<file path="src/rtl/dhcp_pkg.sv">
package dhcp_pkg;

  localparam int MaxPacketBytes = 2048;
  localparam int OffW = $clog2(MaxPacketBytes + 1);

  localparam logic [1:0] ACT_BYTE    = 2'd0;
  localparam logic [1:0] ACT_START   = 2'd1;
  localparam logic [1:0] ACT_TIMEOUT = 2'd2;

  localparam logic [1:0] OUT_DISCOVER = 2'd0;
  localparam logic [1:0] OUT_REQUEST  = 2'd1;
  localparam logic [1:0] OUT_LEASE    = 2'd2;
  localparam logic [1:0] OUT_FAILED   = 2'd3;

  localparam logic [7:0] OPT_PAD       = 8'd0;
  localparam logic [7:0] OPT_END       = 8'd255;
  localparam logic [7:0] OPT_MASK      = 8'd1;
  localparam logic [7:0] OPT_ROUTER    = 8'd3;
  localparam logic [7:0] OPT_NAME_SRV  = 8'd6;
  localparam logic [7:0] OPT_MTU       = 8'd26;
  localparam logic [7:0] OPT_BCAST     = 8'd28;
  localparam logic [7:0] OPT_LEASE     = 8'd51;
  localparam logic [7:0] OPT_MSG_TYPE  = 8'd53;
  localparam logic [7:0] OPT_SERVER    = 8'd54;
  localparam logic [7:0] OPT_RENEW     = 8'd58;
  localparam logic [7:0] OPT_REBIND    = 8'd59;

  localparam logic [7:0] MSG_OFFER = 8'd2;
  localparam logic [7:0] MSG_ACK   = 8'd5;
  localparam logic [7:0] MSG_NAK   = 8'd6;

  localparam logic [7:0] UDP_PROTO   = 8'd17;
  localparam logic [7:0] BOOTPC_PORT = 8'd68;

  typedef enum logic [2:0] {
    ST_NONE, ST_DISCOVER, ST_REQUEST, ST_DONE, ST_FAIL
  } client_state_t;

  typedef enum logic [1:0] {PH_TYPE, PH_LEN, PH_DATA} opt_phase_t;

  typedef struct packed {
    logic [1:0] action;
    logic [7:0] data_byte;
    logic       last_byte;
  } in_item_t;

  typedef struct packed {
    logic [1:0]  outcome;
    logic [31:0] offered_ip;
    logic [31:0] net_mask;
    logic [31:0] router_ip;
    logic [31:0] broadcast_ip;
    logic [31:0] server_ip;
    logic [31:0] name_server_ip;
    logic [31:0] lease_seconds;
    logic [31:0] renew_seconds;
    logic [31:0] rebind_seconds;
    logic [15:0] link_mtu;
  } out_item_t;

  // Verdict of the parser on the final byte of a packet.
  typedef struct packed {
    logic       pkt_end;
    logic       accepted;
    logic [7:0] kind;
  } pkt_status_t;

  function automatic logic [7:0] magic_byte(input logic [1:0] idx);
    logic [7:0] m;
    case (idx)
      2'd0: m = 8'h63;
      2'd1: m = 8'h82;
      2'd2: m = 8'h53;
      default: m = 8'h63;
    endcase
    return m;
  endfunction

endpackage

</file>
<file path="src/rtl/dhcp_byte_parser.sv">
module dhcp_byte_parser (
  input  logic                   clk,
  input  logic                   rst_n,
  input  logic                   step,
  input  logic [7:0]             data_byte,
  input  logic                   last_byte,
  output dhcp_pkg::pkt_status_t  status,
  output dhcp_pkg::out_item_t    lease
);
  import dhcp_pkg::*;

  logic [OffW-1:0] off_r, off_nxt;
  logic [3:0]      hw_r, hw_nxt;
  logic [15:0]     tlen_r, tlen_nxt;
  logic            hok_r, hok_nxt;
  opt_phase_t      ph_r, ph_nxt;
  logic [7:0]      code_r, code_nxt;
  logic [7:0]      rem_r, rem_nxt;
  logic [31:0]     shift_r, shift_nxt;
  logic [2:0]      cnt_r, cnt_nxt;
  logic [31:0]     cap_r [9];
  logic [31:0]     cap_nxt [9];
  logic            ns_r, ns_nxt;
  logic [31:0]     yip_r, yip_nxt;
  logic [7:0]      kind_r, kind_nxt;
  logic            end_r, end_nxt;

  logic [OffW-1:0] o, ipl, rel;
  logic [7:0]      b;
  logic [31:0]     sh;
  logic [2:0]      cn;
  logic [2:0]      sz;
  logic [3:0]      slot;
  logic            ok;

  always_comb begin
    case (code_r)
      OPT_MASK:     begin slot = 4'd0; sz = 3'd4; end
      OPT_ROUTER:   begin slot = 4'd1; sz = 3'd4; end
      OPT_BCAST:    begin slot = 4'd2; sz = 3'd4; end
      OPT_SERVER:   begin slot = 4'd3; sz = 3'd4; end
      OPT_NAME_SRV: begin slot = 4'd4; sz = 3'd4; end
      OPT_LEASE:    begin slot = 4'd5; sz = 3'd4; end
      OPT_RENEW:    begin slot = 4'd6; sz = 3'd4; end
      OPT_REBIND:   begin slot = 4'd7; sz = 3'd4; end
      OPT_MTU:      begin slot = 4'd8; sz = 3'd2; end
      OPT_MSG_TYPE: begin slot = 4'd9; sz = 3'd1; end
      default:      begin slot = 4'd9; sz = 3'd0; end
    endcase
  end

  always_comb begin
    o = off_r;
    b = data_byte;
    off_nxt = off_r; hw_nxt = hw_r; tlen_nxt = tlen_r; hok_nxt = hok_r;
    ph_nxt = ph_r; code_nxt = code_r; rem_nxt = rem_r; shift_nxt = shift_r;
    cnt_nxt = cnt_r; ns_nxt = ns_r; yip_nxt = yip_r; kind_nxt = kind_r;
    end_nxt = end_r;
    for (int i = 0; i < 9; i++) cap_nxt[i] = cap_r[i];
    sh = '0; cn = '0;
    if (o == OffW'(0)) hw_nxt = b[3:0];
    ipl = OffW'({hw_nxt, 2'b00});
    rel = o - ipl;
    if (step && o < OffW'(MaxPacketBytes)) begin
      if (o == OffW'(2)) tlen_nxt = {b, 8'h00};
      if (o == OffW'(3)) tlen_nxt = {tlen_r[15:8], b};
      if (o == OffW'(9) && b != UDP_PROTO) hok_nxt = 1'b0;
      if (o >= ipl) begin
        if (rel == OffW'(2) && b != 8'h00) hok_nxt = 1'b0;
        if (rel == OffW'(3) && b != BOOTPC_PORT) hok_nxt = 1'b0;
        if (rel >= OffW'(24) && rel < OffW'(28)) yip_nxt = {yip_r[23:0], b};
        if (rel >= OffW'(244) && rel < OffW'(248) && b != magic_byte(rel[1:0]))
          hok_nxt = 1'b0;
        if (rel >= OffW'(248) && !end_r) begin
          unique case (ph_r)
            PH_TYPE: begin
              if (b == OPT_END) end_nxt = 1'b1;
              else if (b != OPT_PAD) begin
                code_nxt = b;
                ph_nxt = PH_LEN;
              end
            end
            PH_LEN: begin
              rem_nxt = b;
              cnt_nxt = '0;
              shift_nxt = '0;
              ph_nxt = (b != 8'h00) ? PH_DATA : PH_TYPE;
            end
            default: begin
              sh = {shift_r[23:0], b};
              cn = (cnt_r == 3'd7) ? cnt_r : cnt_r + 3'd1;
              shift_nxt = sh;
              cnt_nxt = cn;
              if (sz != 3'd0 && cn == sz) begin
                if (code_r == OPT_MSG_TYPE) kind_nxt = sh[7:0];
                else if (slot == 4'd4) begin
                  if (!ns_r) begin
                    cap_nxt[4] = sh;
                    ns_nxt = 1'b1;
                  end
                end else cap_nxt[slot] = sh;
              end
              rem_nxt = rem_r - 8'd1;
              if (rem_nxt == 8'd0) ph_nxt = PH_TYPE;
            end
          endcase
        end
      end
      off_nxt = o + OffW'(1);
    end
    ok = hok_nxt && off_nxt >= OffW'(268) && off_nxt >= ipl + OffW'(248)
         && {4'd0, tlen_nxt} >= 20'({hw_nxt, 2'b00}) + 20'd249;
    status.pkt_end  = step && last_byte;
    status.accepted = ok;
    status.kind     = kind_nxt;
    lease.outcome        = OUT_DISCOVER;
    lease.offered_ip     = yip_nxt;
    lease.net_mask       = cap_nxt[0];
    lease.router_ip      = cap_nxt[1];
    lease.broadcast_ip   = cap_nxt[2];
    lease.server_ip      = cap_nxt[3];
    lease.name_server_ip = cap_nxt[4];
    lease.lease_seconds  = cap_nxt[5];
    lease.renew_seconds  = cap_nxt[6];
    lease.rebind_seconds = cap_nxt[7];
    lease.link_mtu       = cap_nxt[8][15:0];
  end

  always_ff @(posedge clk) begin
    if (!rst_n || (step && last_byte)) begin
      off_r <= '0; hw_r <= '0; tlen_r <= '0; hok_r <= 1'b1; ph_r <= PH_TYPE;
      code_r <= '0; rem_r <= '0; shift_r <= '0; cnt_r <= '0; ns_r <= 1'b0;
      yip_r <= '0; kind_r <= '0; end_r <= 1'b0;
      for (int i = 0; i < 9; i++) cap_r[i] <= '0;
    end else if (step) begin
      off_r <= off_nxt; hw_r <= hw_nxt; tlen_r <= tlen_nxt; hok_r <= hok_nxt;
      ph_r <= ph_nxt; code_r <= code_nxt; rem_r <= rem_nxt;
      shift_r <= shift_nxt; cnt_r <= cnt_nxt; ns_r <= ns_nxt;
      yip_r <= yip_nxt; kind_r <= kind_nxt; end_r <= end_nxt;
      for (int i = 0; i < 9; i++) cap_r[i] <= cap_nxt[i];
    end
  end

endmodule

</file>
<file path="src/rtl/dhcp_client_fsm.sv">
module dhcp_client_fsm (
  input  logic                  clk,
  input  logic                  rst_n,
  input  logic                  step,
  input  logic [1:0]            action,
  input  dhcp_pkg::pkt_status_t status,
  input  dhcp_pkg::out_item_t   lease,
  output logic                  res_valid,
  output dhcp_pkg::out_item_t   res
);
  import dhcp_pkg::*;

  client_state_t st_r, st_nxt;

  always_comb begin
    st_nxt = st_r;
    if (step) begin
      unique case (action)
        ACT_START: st_nxt = ST_DISCOVER;
        ACT_TIMEOUT:
          if (st_r == ST_DISCOVER || st_r == ST_REQUEST) st_nxt = ST_FAIL;
        ACT_BYTE:
          if (status.pkt_end && status.accepted) begin
            if (st_r == ST_DISCOVER && status.kind == MSG_OFFER) st_nxt = ST_REQUEST;
            else if (st_r == ST_REQUEST && status.kind == MSG_NAK) st_nxt = ST_DISCOVER;
            else if (st_r == ST_REQUEST && status.kind == MSG_ACK) st_nxt = ST_DONE;
          end
        default: ;
      endcase
    end
  end

  always_comb begin
    res_valid = 1'b0;
    res = '0;
    if (step) begin
      unique case (action)
        ACT_START: begin
          res_valid = 1'b1;
          res.outcome = OUT_DISCOVER;
        end
        ACT_TIMEOUT:
          if (st_r == ST_DISCOVER || st_r == ST_REQUEST) begin
            res_valid = 1'b1;
            res.outcome = OUT_FAILED;
          end
        ACT_BYTE:
          if (status.pkt_end && status.accepted) begin
            if (st_r == ST_DISCOVER && status.kind == MSG_OFFER) begin
              res_valid = 1'b1;
              res = lease;
              res.outcome = OUT_REQUEST;
            end else if (st_r == ST_REQUEST && status.kind == MSG_NAK) begin
              res_valid = 1'b1;
              res.outcome = OUT_DISCOVER;
            end else if (st_r == ST_REQUEST && status.kind == MSG_ACK) begin
              res_valid = 1'b1;
              res = lease;
              res.outcome = OUT_LEASE;
            end
          end
        default: ;
      endcase
    end
  end

  always_ff @(posedge clk) begin
    if (!rst_n) st_r <= ST_NONE;
    else st_r <= st_nxt;
  end

endmodule

</file>
<file path="src/rtl/dhcp_client_reply_parser.sv">
// DHCP client reply parser. Feed a received IPv4 packet one byte per item
// (action 0, last_byte on the final byte), or a start / timeout event. An
// accepted item sits in an input register; when it advances, its result is
// registered in the output register. One item per cycle is sustained while
// results are taken; a result held by out_ready low stalls the input. At
// most one result leaves per item, on a start, on a timeout while pending,
// or on the last byte of an accepted offer, ack or nak. Options are decoded
// on the fly as bytes arrive.
module dhcp_client_reply_parser (
  input  logic                clk,
  input  logic                rst_n,
  input  logic                in_valid,
  output logic                in_ready,
  input  dhcp_pkg::in_item_t  in_data,
  output logic                out_valid,
  input  logic                out_ready,
  output dhcp_pkg::out_item_t out_data
);
  import dhcp_pkg::*;

  logic        iv_r;
  in_item_t    ib_r;
  logic        step, res_valid, ov_r;
  out_item_t   res, ob_r;
  pkt_status_t status;
  out_item_t   lease;

  // Advance the stage only when the result slot can take what it produces.
  assign step     = iv_r && (!ov_r || out_ready);
  assign in_ready = !iv_r || step;

  always_ff @(posedge clk) begin
    if (!rst_n) iv_r <= 1'b0;
    else if (in_ready) iv_r <= in_valid;
    if (in_ready && in_valid) ib_r <= in_data;
  end

  dhcp_byte_parser u_parser (
    .clk(clk), .rst_n(rst_n), .step(step && ib_r.action == ACT_BYTE),
    .data_byte(ib_r.data_byte), .last_byte(ib_r.last_byte),
    .status(status), .lease(lease)
  );

  dhcp_client_fsm u_fsm (
    .clk(clk), .rst_n(rst_n), .step(step), .action(ib_r.action),
    .status(status), .lease(lease), .res_valid(res_valid), .res(res)
  );

  always_ff @(posedge clk) begin
    if (!rst_n) ov_r <= 1'b0;
    else if (!ov_r || out_ready) ov_r <= step && res_valid;
    if ((!ov_r || out_ready) && step && res_valid) ob_r <= res;
  end

  assign out_valid = ov_r;
  assign out_data  = ob_r;

endmodule

</file>
<file path="config.mk">
export PLATFORM = sky130hd
export DESIGN_NAME = dhcp_client_reply_parser
export DESIGN_NICKNAME = d
export VERILOG_FILES = /design/src/rtl/dhcp_pkg.sv /design/src/rtl/dhcp_byte_parser.sv /design/src/rtl/dhcp_client_fsm.sv /design/src/rtl/dhcp_client_reply_parser.sv
export SDC_FILE = /design/constraint.sdc
export NUM_CORES = 1
export LEC_CHECK = 0
export BUFFER_PORTS_ARGS = -buffer_cell sky130_fd_sc_hd__buf_4
export CAP_MARGIN = 20
export CORE_MARGIN = 2
export CORE_UTILIZATION = 65
export CTS_BUF_LIST = sky130_fd_sc_hd__clkbuf_8
export DETAILED_ROUTE_END_ITERATION = 16
export PLACE_DENSITY = 0.93
export SLEW_MARGIN = 10
export SYNTH_ARGS = -nofsm -noshare
export SYNTH_HDL_FRONTEND = slang
export SYNTH_SLANG_ARGS = --single-unit
</file>
<file path="constraint.sdc">
create_clock -name clk -period 18.4 [get_ports clk]
set_clock_uncertainty 0.2 [all_clocks]
set_input_delay 1.84 -clock clk [delete_from_list [all_inputs] [get_ports clk]]
set_output_delay 1.84 -clock clk [all_outputs]
set_load 0.01 [all_outputs]
</file>
==> impl_metrics.json <==
{
  "required_ns": 18.62,
  "crit_type": "register to register",
  "wl_per_cell_um": 22.9,
  "worstMarginPinSlew_ns": 1.25,
  "start_kind": "register",
  "cts_resized": 0,
  "fill_cells": 2652,
  "power_density_nw_per_um2": 90.9,
  "dp_hpwl_um": 47100,
  "fmax_mhz": 129,
  "grt_use_total": 0.321,
  "overflow": 0,
  "p_leak_nw": 13.5,
  "vias_per_cell": 6.22,
  "yosys_most_used_dff": "edfxtp_1",
  "min_period_ns": 7.74,
  "synth_seq_cells": 714,
  "hp-class": "register to register",
  "dr_total_vias": 21300,
  "area_growth_pct": 16.1,
  "io_buffers": 322,
  "grt_max_degree": 213,
  "worstRegToRegCells": 18,
  "avgSynthCellArea_um2": 12.4,
  "r2r-end": "out_data[161]",
  "drc": 0,
  "clk_pin_slew_ns": 0.06,
  "postCtsHoldBufs": 0,
  "worstReg2RegStart": "u_parser.o[8]",
  "hold_ws_ns": 0.267,
  "final_cell_mix": "nor2_1, edfxtp_1, buf_4",
  "grt_pass1_wl_um": 118000,
  "cts_sinks": 714,
  "synth_seq_area_share": 0.666,
  "io_pins": 323,
  "design.die.area_um2": 48400,
  "initial_core_util": 0.656,
  "synth_cell_types": 80,
  "peakVddDrop_mv": 0.0765,
  "status": "complete, no violations",
  "drive_above_1_share": 0.190,
  "crit_fanout": 136,
  "dieHeight_um": 220,
  "worstSkewPairLatency_ns": 0.72,
  "critPathCaptureType": "register",
  "antenna_found_initial": 2,
  "htree_levels": 3,
  "cts_setup_buffers": 0,
  "endpoint": "out_data[161]",
  "setup_violations": 0,
  "async_reset_ff_frac": 0,
  "numCtsBuffers": 106,
  "root_buffer": "clkbuf_8",
  "syn_area_um2": 30300,
  "layout.cells.most_common": "nor2_1",
  "clockBufferDepth": 3,
  "grt_pass1_vias": 20800,
  "r2r_slack_ns": 10.66,
  "yosysWarnings": 0,
  "die_x_um": 220,
  "dr.pass1.iters": 5,
  "arrival_ns": 7.97,
  "syn-num-nets": 2489,
  "hold_viol": 0,
  "maxSlewViolCount": 0,
  "rsz0062_at_grt": "no",
  "num_rows": 79,
  "fin_nets": 2775,
  "synth_edf_count": 589,
  "drt_iter0_drc": 2589,
  "fin_tns_setup_ns": 0,
  "wirelength_um": 78700,
  "synthCells": 2448,
  "cts_tree": "built",
  "cap_violations": 0,
  "cp-startpoint": "u_parser.o[8]",
  "ant_nets": 0,
  "cpPeakStageDelay_ns": 0.76,
  "timing.critical_path.cells": "or4_4 > nor4_4 > mux2i_1 > inv_1 > ha_1 > inv_1 > ha_1 > o311ai_0 > mux2i_1 > or3_1 > xor2_1 > nand2_1 > nor4_1 > nor4b_1 > o31ai_1 > inv_8 > buf_4 > buf_16",
  "relSlewSlack": 0.168,
  "gp_congestion": 0.954,
  "period_share": 0.421,
  "core_region_area_um2": 46300,
  "slowest_stage": "o31ai_1"
}
==> sequential cells by signal, summed over array words and instances (netlist names), 11 cells and up <==
register	flops
u_parser.o	12
u_parser.shift_r	24
out_data	306
u_parser.tlen_r	16
u_parser.yip_r	32
ib_r	11
u_parser.cap_r	272
==> through the flow <==
step / setup slack [ns] / util / power (mW) / instance area (um2) / std cells
after detailed placement: 10.39 / 0.715 / 2.00 / 33100 / 3228
after global placement: 10.52 / 0.714 / 1.99 / 33000 / 3226
after global routing: 10.10 / 0.761 / 3.29 / 35200 / 3432
after floorplan: 6.59 / - / 1.94 / 30300 / 2448
after CTS: 10.75 / 0.759 / 3.21 / 35100 / 3426
final: 10.66 / 0.761 / 3.20 / 35200 / 3432
==> layer usage <==
layer | part of all wire | GRT usage
met2 | 0.48 | 0.509
met4 | 0.042 | 0.157
met5 | 0.000089 | 0
met3 | 0.098 | 0.0627
met1 | 0.38 | 0.428
==> Yosys cell counts, drive strengths merged, types with 22 or more instances <==
master | instances | area, um2
nor2 | 646 | 2420
edfxtp | 589 | 17700
mux2i | 293 | 2940
dfxtp | 125 | 2500
clkbuf | 123 | 462
nand2 | 122 | 460
a21oi | 68 | 340
buf | 58 | 334
a22o | 54 | 473
o21ai | 36 | 180
inv | 30 | 113
a22oi | 29 | 218
ha | 26 | 325
nor3 | 22 | 115
==> worst max-delay path, delay by kind of cell (launching register included) <==
| kind | cells | cell delay, ns |
|---|---|---|
| xor+xnor | 1 | 0.47 |
| flops | 1 | 0.43 |
| mux | 2 | 0.89 |
| compound gates | 2 | 0.91 |
| buf+inv | 5 | 1.47 |
| fa+ha+maj | 2 | 0.44 |
| simple gates | 6 | 2.40 |
==> cells by family (layout without fill, tap and decap cells) <==
logic type	count (synthesis)	in the layout	share of synthesized area
AO/OA/AOI/OAI	251	251	0.0578
XOR/XNOR	19	19	0.00549
adder cells (fa/ha/maj)	26	26	0.0107
buffers and inverters	212	588	0.0301
flip-flops	714	714	0.666
multiplexers	295	295	0.0975
other	0	1	0
AND/OR/NAND/NOR	931	931	0.133
==> layout make-up <==
cell class / instances / area (um2) / area share
clock buffer: 121 / 1670 / 0.0473
sequential: 714 / 20200 / 0.573
inverter: 31 / 131 / 0.00373
clock inverter: 77 / 364 / 0.0103
antenna: 1 / 2.50 / 0.0000711
multi-input combinational: 1522 / 9300 / 0.264
timing repair buffer: 359 / 2800 / 0.0796
tap: 607 / 759 / 0.0216
==> worst min path at each step <==
stage,startpoint,to,slack [ns],cells after the start
floorplan,u_parser.hw_r[0],u_parser.hw_r[0],0.22,2
global placement,u_parser.hw_r[3],u_parser.hw_r[3],0.23,2
detailed placement,u_parser.tlen_r[0],u_parser.tlen_r[0],0.25,2
CTS,u_parser.tlen_r[0],u_parser.tlen_r[0],0.27,2
global route,u_parser.tlen_r[0],u_parser.tlen_r[0],0.29,2
finish,u_parser.tlen_r[0],u_parser.tlen_r[0],0.27,2
==> report_power, final <==
group	internal (mW)	total [mW]	switching [mW]
sequential	1.80	1.82	0.0225
combinational	0.0525	0.154	0.102
clock	0.606	1.23	0.623
total	2.45	3.20	0.748
(Power assumes the default switching activity.)
